===== src/rtl/wmr_pkg.sv =====
// Shared widths for the window mean and range core.
package wmr_pkg;

  localparam int SAMPLE_W   = 32;
  localparam int FILL_W     = 6;
  localparam int OUT_DATA_W = 72;

endpackage


===== src/rtl/window_mean_and_range_core.sv =====
// Top level: sliding window mean and range over signed Q16.16 samples.
//
//  channel   dir  width  contents
//  s_*       in   32     tdata = sample
//  m_*       out  72     tdata = mean, spread, fill
//
//  The one-bit-per-cycle divider sets when a result is ready; the min/max scan
//  of the ring (one read port) runs alongside it and hides behind it while
//  fill <= SUM_W.
//  s_tready is high only while idle; a finished result waits in the output
//  register, so the next sample is taken while m_tready is low.
//  Reset clears the write slot, fill count and running sum; no clearing pass.
module window_mean_and_range_core
  import wmr_pkg::*;
#(
  parameter int WINDOW = 32
) (
  input  logic                  clk,
  input  logic                  rst,
  input  logic                  s_tvalid,
  output logic                  s_tready,
  input  logic [SAMPLE_W-1:0]   s_tdata,   // [31:0] sample
  output logic                  m_tvalid,
  input  logic                  m_tready,
  output logic [OUT_DATA_W-1:0] m_tdata    // [31:0] mean, [63:32] spread, [69:64] fill
);

  localparam int IDX_W = (WINDOW > 1) ? $clog2(WINDOW) : 1;
  localparam int CNT_W = $clog2(WINDOW + 1);
  localparam int SUM_W = SAMPLE_W + IDX_W;

  typedef enum logic [1:0] {
    ST_IDLE,
    ST_UPDATE,
    ST_SCAN,
    ST_FINISH
  } state_t;

  state_t                     state;
  logic signed [SAMPLE_W-1:0] samp;
  logic [IDX_W-1:0]           slot;
  logic [CNT_W-1:0]           fill;
  logic signed [SUM_W-1:0]    sum;
  logic [CNT_W-1:0]           idx;
  logic signed [SAMPLE_W-1:0] lo;
  logic signed [SAMPLE_W-1:0] hi;

  logic                       full;
  logic [IDX_W-1:0]           rd_addr;
  logic signed [SAMPLE_W-1:0] rd_data;
  logic                       wr_en;
  logic signed [SUM_W-1:0]    sum_next;
  logic [SUM_W-1:0]           sum_mag;
  logic                       div_start;
  logic                       div_done;
  logic [SUM_W-1:0]           quo;
  logic [SAMPLE_W-1:0]        mean_full;
  logic                       out_free;
  logic                       out_load;

  assign full      = (fill == CNT_W'(WINDOW));
  assign s_tready  = (state == ST_IDLE);
  assign rd_addr   = (state == ST_SCAN) ? idx[IDX_W-1:0] : slot;
  assign wr_en     = (state == ST_UPDATE);
  assign div_start = (state == ST_SCAN) && (idx == '0);
  assign sum_mag   = sum[SUM_W-1] ? SUM_W'(-sum) : SUM_W'(sum);
  assign mean_full = sum[SUM_W-1] ? (-quo[SAMPLE_W-1:0]) : quo[SAMPLE_W-1:0];
  assign out_free  = !m_tvalid || m_tready;
  assign out_load  = (state == ST_FINISH) && div_done && out_free;

  always_comb begin
    sum_next = sum + SUM_W'(samp);
    if (full) begin
      sum_next = sum_next - SUM_W'(rd_data);
    end
  end

  wmr_ring #(
    .DEPTH  (WINDOW),
    .ADDR_W (IDX_W)
  ) u_ring (
    .clk     (clk),
    .wr_en   (wr_en),
    .wr_addr (slot),
    .wr_data (samp),
    .rd_addr (rd_addr),
    .rd_data (rd_data)
  );

  wmr_div #(
    .NUM_W (SUM_W),
    .DEN_W (CNT_W)
  ) u_div (
    .clk   (clk),
    .rst   (rst),
    .start (div_start),
    .num   (sum_mag),
    .den   (fill),
    .done  (div_done),
    .quo   (quo)
  );

  always_ff @(posedge clk) begin
    if (rst) begin
      state    <= ST_IDLE;
      slot     <= '0;
      fill     <= '0;
      sum      <= '0;
      idx      <= '0;
      m_tvalid <= 1'b0;
    end else begin
      if (out_load) begin
        m_tvalid <= 1'b1;
      end else if (m_tready) begin
        m_tvalid <= 1'b0;
      end
      unique case (state)
        ST_IDLE: begin
          if (s_tvalid) begin
            samp  <= s_tdata;
            state <= ST_UPDATE;
          end
        end
        ST_UPDATE: begin
          sum  <= sum_next;
          fill <= full ? fill : fill + CNT_W'(1);
          slot <= (slot == IDX_W'(WINDOW - 1)) ? '0 : slot + IDX_W'(1);
          idx  <= '0;
          state <= ST_SCAN;
        end
        ST_SCAN: begin
          idx <= idx + CNT_W'(1);
          if (idx == CNT_W'(1)) begin
            lo <= rd_data;
            hi <= rd_data;
          end else if (idx != '0) begin
            if (rd_data < lo) lo <= rd_data;
            if (rd_data > hi) hi <= rd_data;
          end
          if (idx == fill) begin
            state <= ST_FINISH;
          end
        end
        ST_FINISH: begin
          if (out_load) begin
            m_tdata  <= {{(OUT_DATA_W - 2*SAMPLE_W - FILL_W){1'b0}},
                         FILL_W'(fill),
                         SAMPLE_W'(hi - lo),
                         mean_full};
            state    <= ST_IDLE;
          end
        end
        default: state <= ST_IDLE;
      endcase
    end
  end

  a_fill_bound: assert property (@(posedge clk) disable iff (rst)
    fill <= CNT_W'(WINDOW)) else $error("fill count above window");

  a_quo_fits: assert property (@(posedge clk) disable iff (rst)
    state == ST_FINISH && div_done |-> quo[SUM_W-1:SAMPLE_W] == '0)
    else $error("mean magnitude out of range");

  a_order: assert property (@(posedge clk) disable iff (rst)
    state == ST_FINISH |-> hi >= lo) else $error("scan max below min");

  a_busy: assert property (@(posedge clk) disable iff (rst)
    s_tvalid && s_tready |=> state == ST_UPDATE) else $error("accept did not start update");

endmodule


===== src/rtl/wmr_ring.sv =====
// Sample ring memory, one write port and one registered read port.
module wmr_ring
  import wmr_pkg::*;
#(
  parameter int DEPTH  = 32,
  parameter int ADDR_W = 5
) (
  input  logic                       clk,
  input  logic                       wr_en,
  input  logic [ADDR_W-1:0]          wr_addr,
  input  logic signed [SAMPLE_W-1:0] wr_data,
  input  logic [ADDR_W-1:0]          rd_addr,
  output logic signed [SAMPLE_W-1:0] rd_data
);

  logic signed [SAMPLE_W-1:0] mem [DEPTH];

  always_ff @(posedge clk) begin
    if (wr_en) begin
      mem[wr_addr] <= wr_data;
    end
  end

  always_ff @(posedge clk) begin
    rd_data <= mem[rd_addr];
  end

endmodule


===== src/rtl/wmr_div.sv =====
// Restoring serial divider, one quotient bit per cycle.
module wmr_div #(
  parameter int NUM_W = 37,
  parameter int DEN_W = 6
) (
  input  logic             clk,
  input  logic             rst,
  input  logic             start,
  input  logic [NUM_W-1:0] num,
  input  logic [DEN_W-1:0] den,
  output logic             done,
  output logic [NUM_W-1:0] quo
);

  localparam int CNT_BW = $clog2(NUM_W + 1);

  logic              active;
  logic [CNT_BW-1:0] cnt;
  logic [DEN_W-1:0]  rem;
  logic [DEN_W:0]    trial;
  logic [DEN_W-1:0]  diff;
  logic              qbit;
  logic [DEN_W-1:0]  rem_next;

  always_comb begin
    trial    = {rem, quo[NUM_W-1]};
    diff     = trial[DEN_W-1:0] - den;
    qbit     = (trial >= {1'b0, den});
    rem_next = qbit ? diff : trial[DEN_W-1:0];
  end

  always_ff @(posedge clk) begin
    if (rst) begin
      active <= 1'b0;
      done   <= 1'b0;
      cnt    <= '0;
    end else if (start) begin
      active <= 1'b1;
      done   <= 1'b0;
      cnt    <= CNT_BW'(NUM_W);
      rem    <= '0;
      quo    <= num;
    end else if (active) begin
      rem <= rem_next;
      quo <= {quo[NUM_W-2:0], qbit};
      cnt <= cnt - CNT_BW'(1);
      if (cnt == CNT_BW'(1)) begin
        active <= 1'b0;
        done   <= 1'b1;
      end
    end
  end

  a_done_idle: assert property (@(posedge clk) disable iff (rst)
    done |-> !active) else $error("divider done while active");

  a_rem_bound: assert property (@(posedge clk) disable iff (rst)
    active && den != '0 |-> rem < den) else $error("remainder not below divisor");

  a_finish: assert property (@(posedge clk) disable iff (rst)
    active && cnt == CNT_BW'(1) && !start |=> done) else $error("divider missed done");

endmodule

===== config.mk =====
export PLATFORM = sky130hd
export DESIGN_NAME = window_mean_and_range_core
export DESIGN_NICKNAME = d
export VERILOG_FILES = /design/src/rtl/wmr_pkg.sv /design/src/rtl/window_mean_and_range_core.sv /design/src/rtl/wmr_ring.sv /design/src/rtl/wmr_div.sv
export SDC_FILE = /design/constraint.sdc
export NUM_CORES = 2
export LEC_CHECK = 0
export BUFFER_PORTS_ARGS = -buffer_cell sky130_fd_sc_hd__buf_2
export CAP_MARGIN = 20
export CELL_PAD_IN_SITES_DETAIL_PLACEMENT = 1
export CELL_PAD_IN_SITES_GLOBAL_PLACEMENT = 2
export CORE_UTILIZATION = 47
export CTS_BUF_LIST = sky130_fd_sc_hd__clkbuf_16
export CTS_CLUSTER_SIZE = 25
export DETAILED_ROUTE_END_ITERATION = 8
export PLACE_DENSITY = 0.77
export SYNTH_ARGS = -nofsm -noshare
export SYNTH_HDL_FRONTEND = slang
export SYNTH_SLANG_ARGS = --single-unit

===== constraint.sdc =====
create_clock -name clk -period 8.63 [get_ports clk]
set_input_delay 0.4315 -clock clk [delete_from_list [all_inputs] [get_ports clk]]
set_output_delay 0.4315 -clock clk [all_outputs]
set_load 0.005 [all_outputs]

# ---- Word-level counts from Yosys, hierarchy flattened
# Memories as Yosys holds them, arrays and structs flattened. A register that Yosys moved wholly into a read port is not among the register bits.
# Index checks and enable logic that the tools add are counted.
dict set report word_totals {
  register_bits 274
  mem_bits_rw 1024
  output_inout_bits 74
  n_memories 1
}
# name words width rd rd_ports_with_merged_regs write_ports line_no
set memory_table {}
lappend memory_table {u_ring.mem 32 32 1 1 1 wmr_ring.sv:16} ;# logic signed [SAMPLE_W-1:0] mem [DEPTH];
dict set report classes {
  n_addsub 10
  order_cmp 3
  eq_ne 11
  muxes 29
  bitwise_logic 2
  reduce_logical 23
}
# cell count
set ops {}
lappend ops {{$mux W32} 7}
lappend ops {{$mux W37} 4}
lappend ops {{$add A37 B32 Y37} 1}
lappend ops {{$neg A37 Y37} 1}
lappend ops {{$sub A37 B32 Y37} 1}
lappend ops {{$gt A32 B32 Y1} 1}
lappend ops {{$lt A32 B32 Y1} 1}
lappend ops {{$neg A32 Y32} 1}
lappend ops {{$sub A32 B32 Y32} 1}
lappend ops {{$mux W6} 4}
lappend ops {{$add A6 B1 Y6 const B} 2}
lappend ops {{$eq A6 B1 Y1 const B} 2}
lappend ops {{$pmux W6 S2} 1}
lappend ops {{$reduce_bool A2 Y1} 6}
lappend ops {{$mux W5} 2}
lappend ops {{$reduce_and A3 Y1} 3}
lappend ops {{$pmux W2 S4} 1}
lappend ops {{$reduce_and A4 Y1} 2}
lappend ops {{$ge A7 B6 Y1} 1}
lappend ops {{$mux W1} 7}
lappend ops {{$eq A6 B6 Y1} 1}
lappend ops {{$eq A6 B6 Y1 const B} 1}
lappend ops {{$logic_not A6 Y1} 1}
lappend ops {{$mux W2} 3}
lappend ops {{other kinds (16)} 23}

# ---- Longest topological paths before layout
dict set report logic_depth {
  ltp_word 5
  mapped_depth 23
  mapped_depth_nobuf 23
}

# ---- Hierarchy
# Synthesis repeated with hierarchy kept, for this count alone.
dict set report hier_totals {
  cells_unflattened 4136
  area_unflattened_um2 58995.3
}
# mod instances cells_per_inst area_per_inst_um2 seq_area_each_um2
set by_module_without_submodules {}
lappend by_module_without_submodules {wmr_ring 1 2260 40490.1 31390.1}
lappend by_module_without_submodules {window_mean_and_range_core 1 1704 16051.6 6125.9}
lappend by_module_without_submodules {wmr_div 1 172 2453.6 1451.4}

# ---- Worst setup path before layout
# OpenSTA, ideal clock, no wires.
dict set report synth_path {
  path_kind {input to register}
  from {input port rst}
  to {register m_tdata[0], enable pin}
  setup_ns 0.599
  arrival_ns 5.975
  required_time_ns 8.031
  slack_ns 2.057
  path_stages 3
  cell_sequence {clkbuf_1 clkbuf_1 nor3b_1}
}
dict set report synth_via {
  elab_chain_len 2
}
# item line_no
set synth_rtl {}
lappend synth_rtl {{start, declared} window_mean_and_range_core.sv:19} ;# input logic rst,
lappend synth_rtl {{$not A1 Y1 (no line)} --}
lappend synth_rtl {{$reduce_and A3 Y1 (no line)} --}
lappend synth_rtl {{end signal, assigned} window_mean_and_range_core.sv:146} ;# m_tdata <= {{(OUT_DATA_W - 2*SAMPLE_W - FILL_W){1'b0}},
lappend synth_rtl {{end, declared} window_mean_and_range_core.sv:25} ;# output logic [OUT_DATA_W-1:0] m_tdata
# No other way between the ends.
# A chain may end at the register's enable or synchronous reset.

# ---- Worst setup path after layout
dict set report layout_path {
  from {register samp[7]}
  to {register sum[31]}
}
dict set report layout_via {
  elab_chain_len 3
}
# item line_no
set layout_rtl {}
lappend layout_rtl {{start, declared} window_mean_and_range_core.sv:40} ;# logic signed [SAMPLE_W-1:0] samp;
lappend layout_rtl {{start signal, assigned} window_mean_and_range_core.sv:120} ;# samp <= s_tdata;
lappend layout_rtl {{$add A37 B32 Y37 *} window_mean_and_range_core.sv:72} ;# sum_next = sum + SUM_W'(samp);
lappend layout_rtl {{$sub A37 B32 Y37} window_mean_and_range_core.sv:74} ;# sum_next = sum_next - SUM_W'(rd_data);
lappend layout_rtl {{$mux W37 *} window_mean_and_range_core.sv:73} ;# if (full) begin
lappend layout_rtl {{end signal, assigned} window_mean_and_range_core.sv:125} ;# sum <= sum_next;
lappend layout_rtl {{end, declared} window_mean_and_range_core.sv:43} ;# logic signed [SUM_W-1:0] sum;
# Mark *: on every way between the ends. The rest lies on a longest branch, timed or not.

==> out/results.ini <==
[run_status]
status=finished clean

[drt]
drt_iter0_markers=2751
drcViolationCount=0
wl_microns=159000
vias=34100
post_drt_wl_per_cell_microns=27.6
first_pass_iters=7
viasPerCell=5.90
route.antenna.remaining_nets=0

[pwr]
p_int_mw=14.0
switching_share=0.334
power_frac_comb=0.325
pwr-share-seq=0.389
power_leakage_nw=23.5
ir_drop_mv=0.206
p_sw_mw=7.02
power_density_nw_per_um2=318
pwr-share-clk=0.285

[worst_setup_path]
ff2ff_path_depth=23
rrSetupSlack_ps=2980
crit_arrival_ps=6240
worst-setup-path-type=flip-flop to flip-flop
end_kind=flip-flop
worst_ep_required_time_ps=9220
cp-start-kind=flip-flop
crit_fanout=19

[floorplan]
start_util=0.475
coreArea_sq_um=122000
dieWidth_microns=353
num_io_pins=110
dieArea_sq_um=125000
die_h_microns=353
rows=128

[place]
hpwl_microns=97600
place_inst=5489
port_buffers=107
gp_congestion=0.798

[synthesis]
synth_enable_flop_cells=1233
syn_avg_cell_area_sq_um=15.2
yosys-top-cells-area=edfxtp_1, mux4_2, ha_1, dfxtp_1, nand2_1
synth_most_common_cell=edfxtp_1
netlist_instances=3824
yosys-top-cells-count=edfxtp_1, nand2_1, mux4_2
yosysUniqueCellTypes=78
ys_seq_elements=1330
ys.flop_type=edfxtp_1
ys_seq_area_frac=0.671
async_flop_share=0
yosysWarnings=0
yosysTopAreaCell=edfxtp_1
synth_top_area_share=0.638
synth_area_sq_um=58100

[clock_tree]
clk_path_buf_depth=3
root_buffer=clkbuf_16
ctsResizeCount=0
path_clk_slew_ps=60
h-tree-depth=4
postCtsSetupBuffers=0
tritoncts.num_buffers=141
clk_latency_ps=780
cts_tree=built
cts_sinks=1330

[sta]
slew_violations=0
setup_viol=0
tightestPinTransition_ps=1130
fin_skew_ps=33.0
hold_viol=0
fin_crit_ps=5650
fmax_mhz=177
fin_setup_tns_ps=0
rsz0062_at_grt=false
period_share=0.655
max-slew-margin-rel=0.248

[min_path]
hold_class=input pin to flip-flop
hold_path_depth=2

[global_route]
grt_remaining_overflow=0
antenna_found_initial=3
grt_pass1_vias=36100
gr-usage-all-layers=0.257
grt_first_pass_wirelength_microns=236000
grt_max_degree=103

[layout]
drive_above_1_share=0.175
areaGrowthSynthToFinish_pct=13.7
fillers=11600
multiInputGateArea_sq_um=18200
fin_cells=5781
nets=4271
ff_latch_area_sq_um=39000

[run]
max_cap_viol_count=0

-- critical path, cell delays in order, from the launching register on --
cell and delay [ps]:
edfxtp_1 760, buf_8 250, ha_1 290, nand2_1 130, o21ai_1 90, a21o_1 180, a21oi_1 230, a21boi_0 150
o21ai_0 210, a21boi_0 140, o21a_1 180, nor2_1 100, xnor2_1 170, ha_1 340, nand4_1 170, a21oi_1 60
a211oi_1 280, o21a_1 220, a21oi_1 80, o41ai_1 830, o21bai_1 190, xor2_1 180, mux2i_1 150, a211oi_1 90
-- timing repair --
| action | 4_1_cts | 5_1_grt |
|---|---|---|
| hold buffers | 33 | 0 |
| endpoints found under the hold margin | 33 | 0 |
| endpoints found under the setup margin | 0 | 0 |
-- cell families after synthesis --
logic type | after synthesis | synth area share
DFF | 1330 | 0.671
and+or+nand+nor | 997 | 0.0789
AOI/OAI and AO/OA | 544 | 0.0587
buffers and inverters | 312 | 0.0205
muxes | 273 | 0.102
adders and majority gates | 194 | 0.0423
xor gates and xnor gates | 173 | 0.0261
other | 1 | 0.0000646
-- metrics by stage --
stage                util  instance area (sq um)  power, mW  hold slack (ps)  worst slack, ps
finish              0.540                  66000       21.0             78.4             2980
global route        0.540                  66000       22.1             95.0             2420
CTS                 0.540                  66000       21.2             42.9             2640
detailed placement  0.500                  61100       15.2              517             2700
global placement    0.500                  61100       15.1              492             2730
floorplan               -                  58100       13.2              467             2060
-- power by group through the flow --
stage | clock [mW] | combinational [mW] | sequential (mW)
floorplan | 0 | 5.13 | 8.08
CTS | 6.09 | 6.90 | 8.18
global placement | 0 | 6.77 | 8.30
detailed placement | 0 | 6.84 | 8.32
global route | 6.31 | 7.58 | 8.22
finish | 6.00 | 6.84 | 8.18
-- final cells by class --
type | instances | share of cell area
clock buffers | 146 | 0.0553
multi-input cells | 2183 | 0.276
diodes | 1 | 0.0000379
well taps | 1625 | 0.0308
clock inverters | 111 | 0.0141
repair buffers | 238 | 0.0249
flip-flops and latches | 1330 | 0.590
inverters | 147 | 0.00836
-- path summary, 6_finish.rpt --
kind | end | start
max | sum[31]$_SDFFE_PP0P_ | samp[7]$_DFFE_PP_
min | slot[4]$_SDFFE_PP0P_ | rst
max reg2reg | sum[31]$_SDFFE_PP0P_ | samp[7]$_DFFE_PP_
min reg2reg | m_tvalid$_SDFFE_PP0P_ | m_tvalid$_SDFFE_PP0P_
-- per-layer routing --
metal | vias to the layer above | part of all wire | global-route usage
li1 | 15100 | - | -
met1 | 17800 | 0.42 | 0.336
met2 | 948 | 0.50 | 0.445
met3 | 252 | 0.047 | 0.0344
met4 | 0 | 0.031 | 0.0845
met5 | - | 0 | 0
-- sequential cells by signal, indices dropped and copies added (netlist names), 32 cells and up --
| signal | flops |
|---|---|
| u_ring.rd_data | 32 |
| m_tdata | 70 |
| u_ring.mem | 1024 |
| sum | 37 |
| samp | 32 |
| lo | 32 |
| u_div.quo | 37 |
| hi | 32 |
-- cell usage in the layout, fill, tap and decap left out, drive strengths merged, types with 16 or more instances in the layout --
cell,n
buf,205
clkbuf,146
ha,190
edfxtp,1233
a21oi,140
o21a,17
or3,16
dfxtp,97
o21bai,16
nand2b,24
nand4,29
nor2b,24
nand2,448
nor2,154
o21ai,161
xor2,62
clkinv,59
mux4,256
a211oi,19
nor3,41
nand3,190
a21o,83
o31ai,24
xnor2,111
inv,181
dlygate4sd3,33
Power figures use the tool's default switching activity.
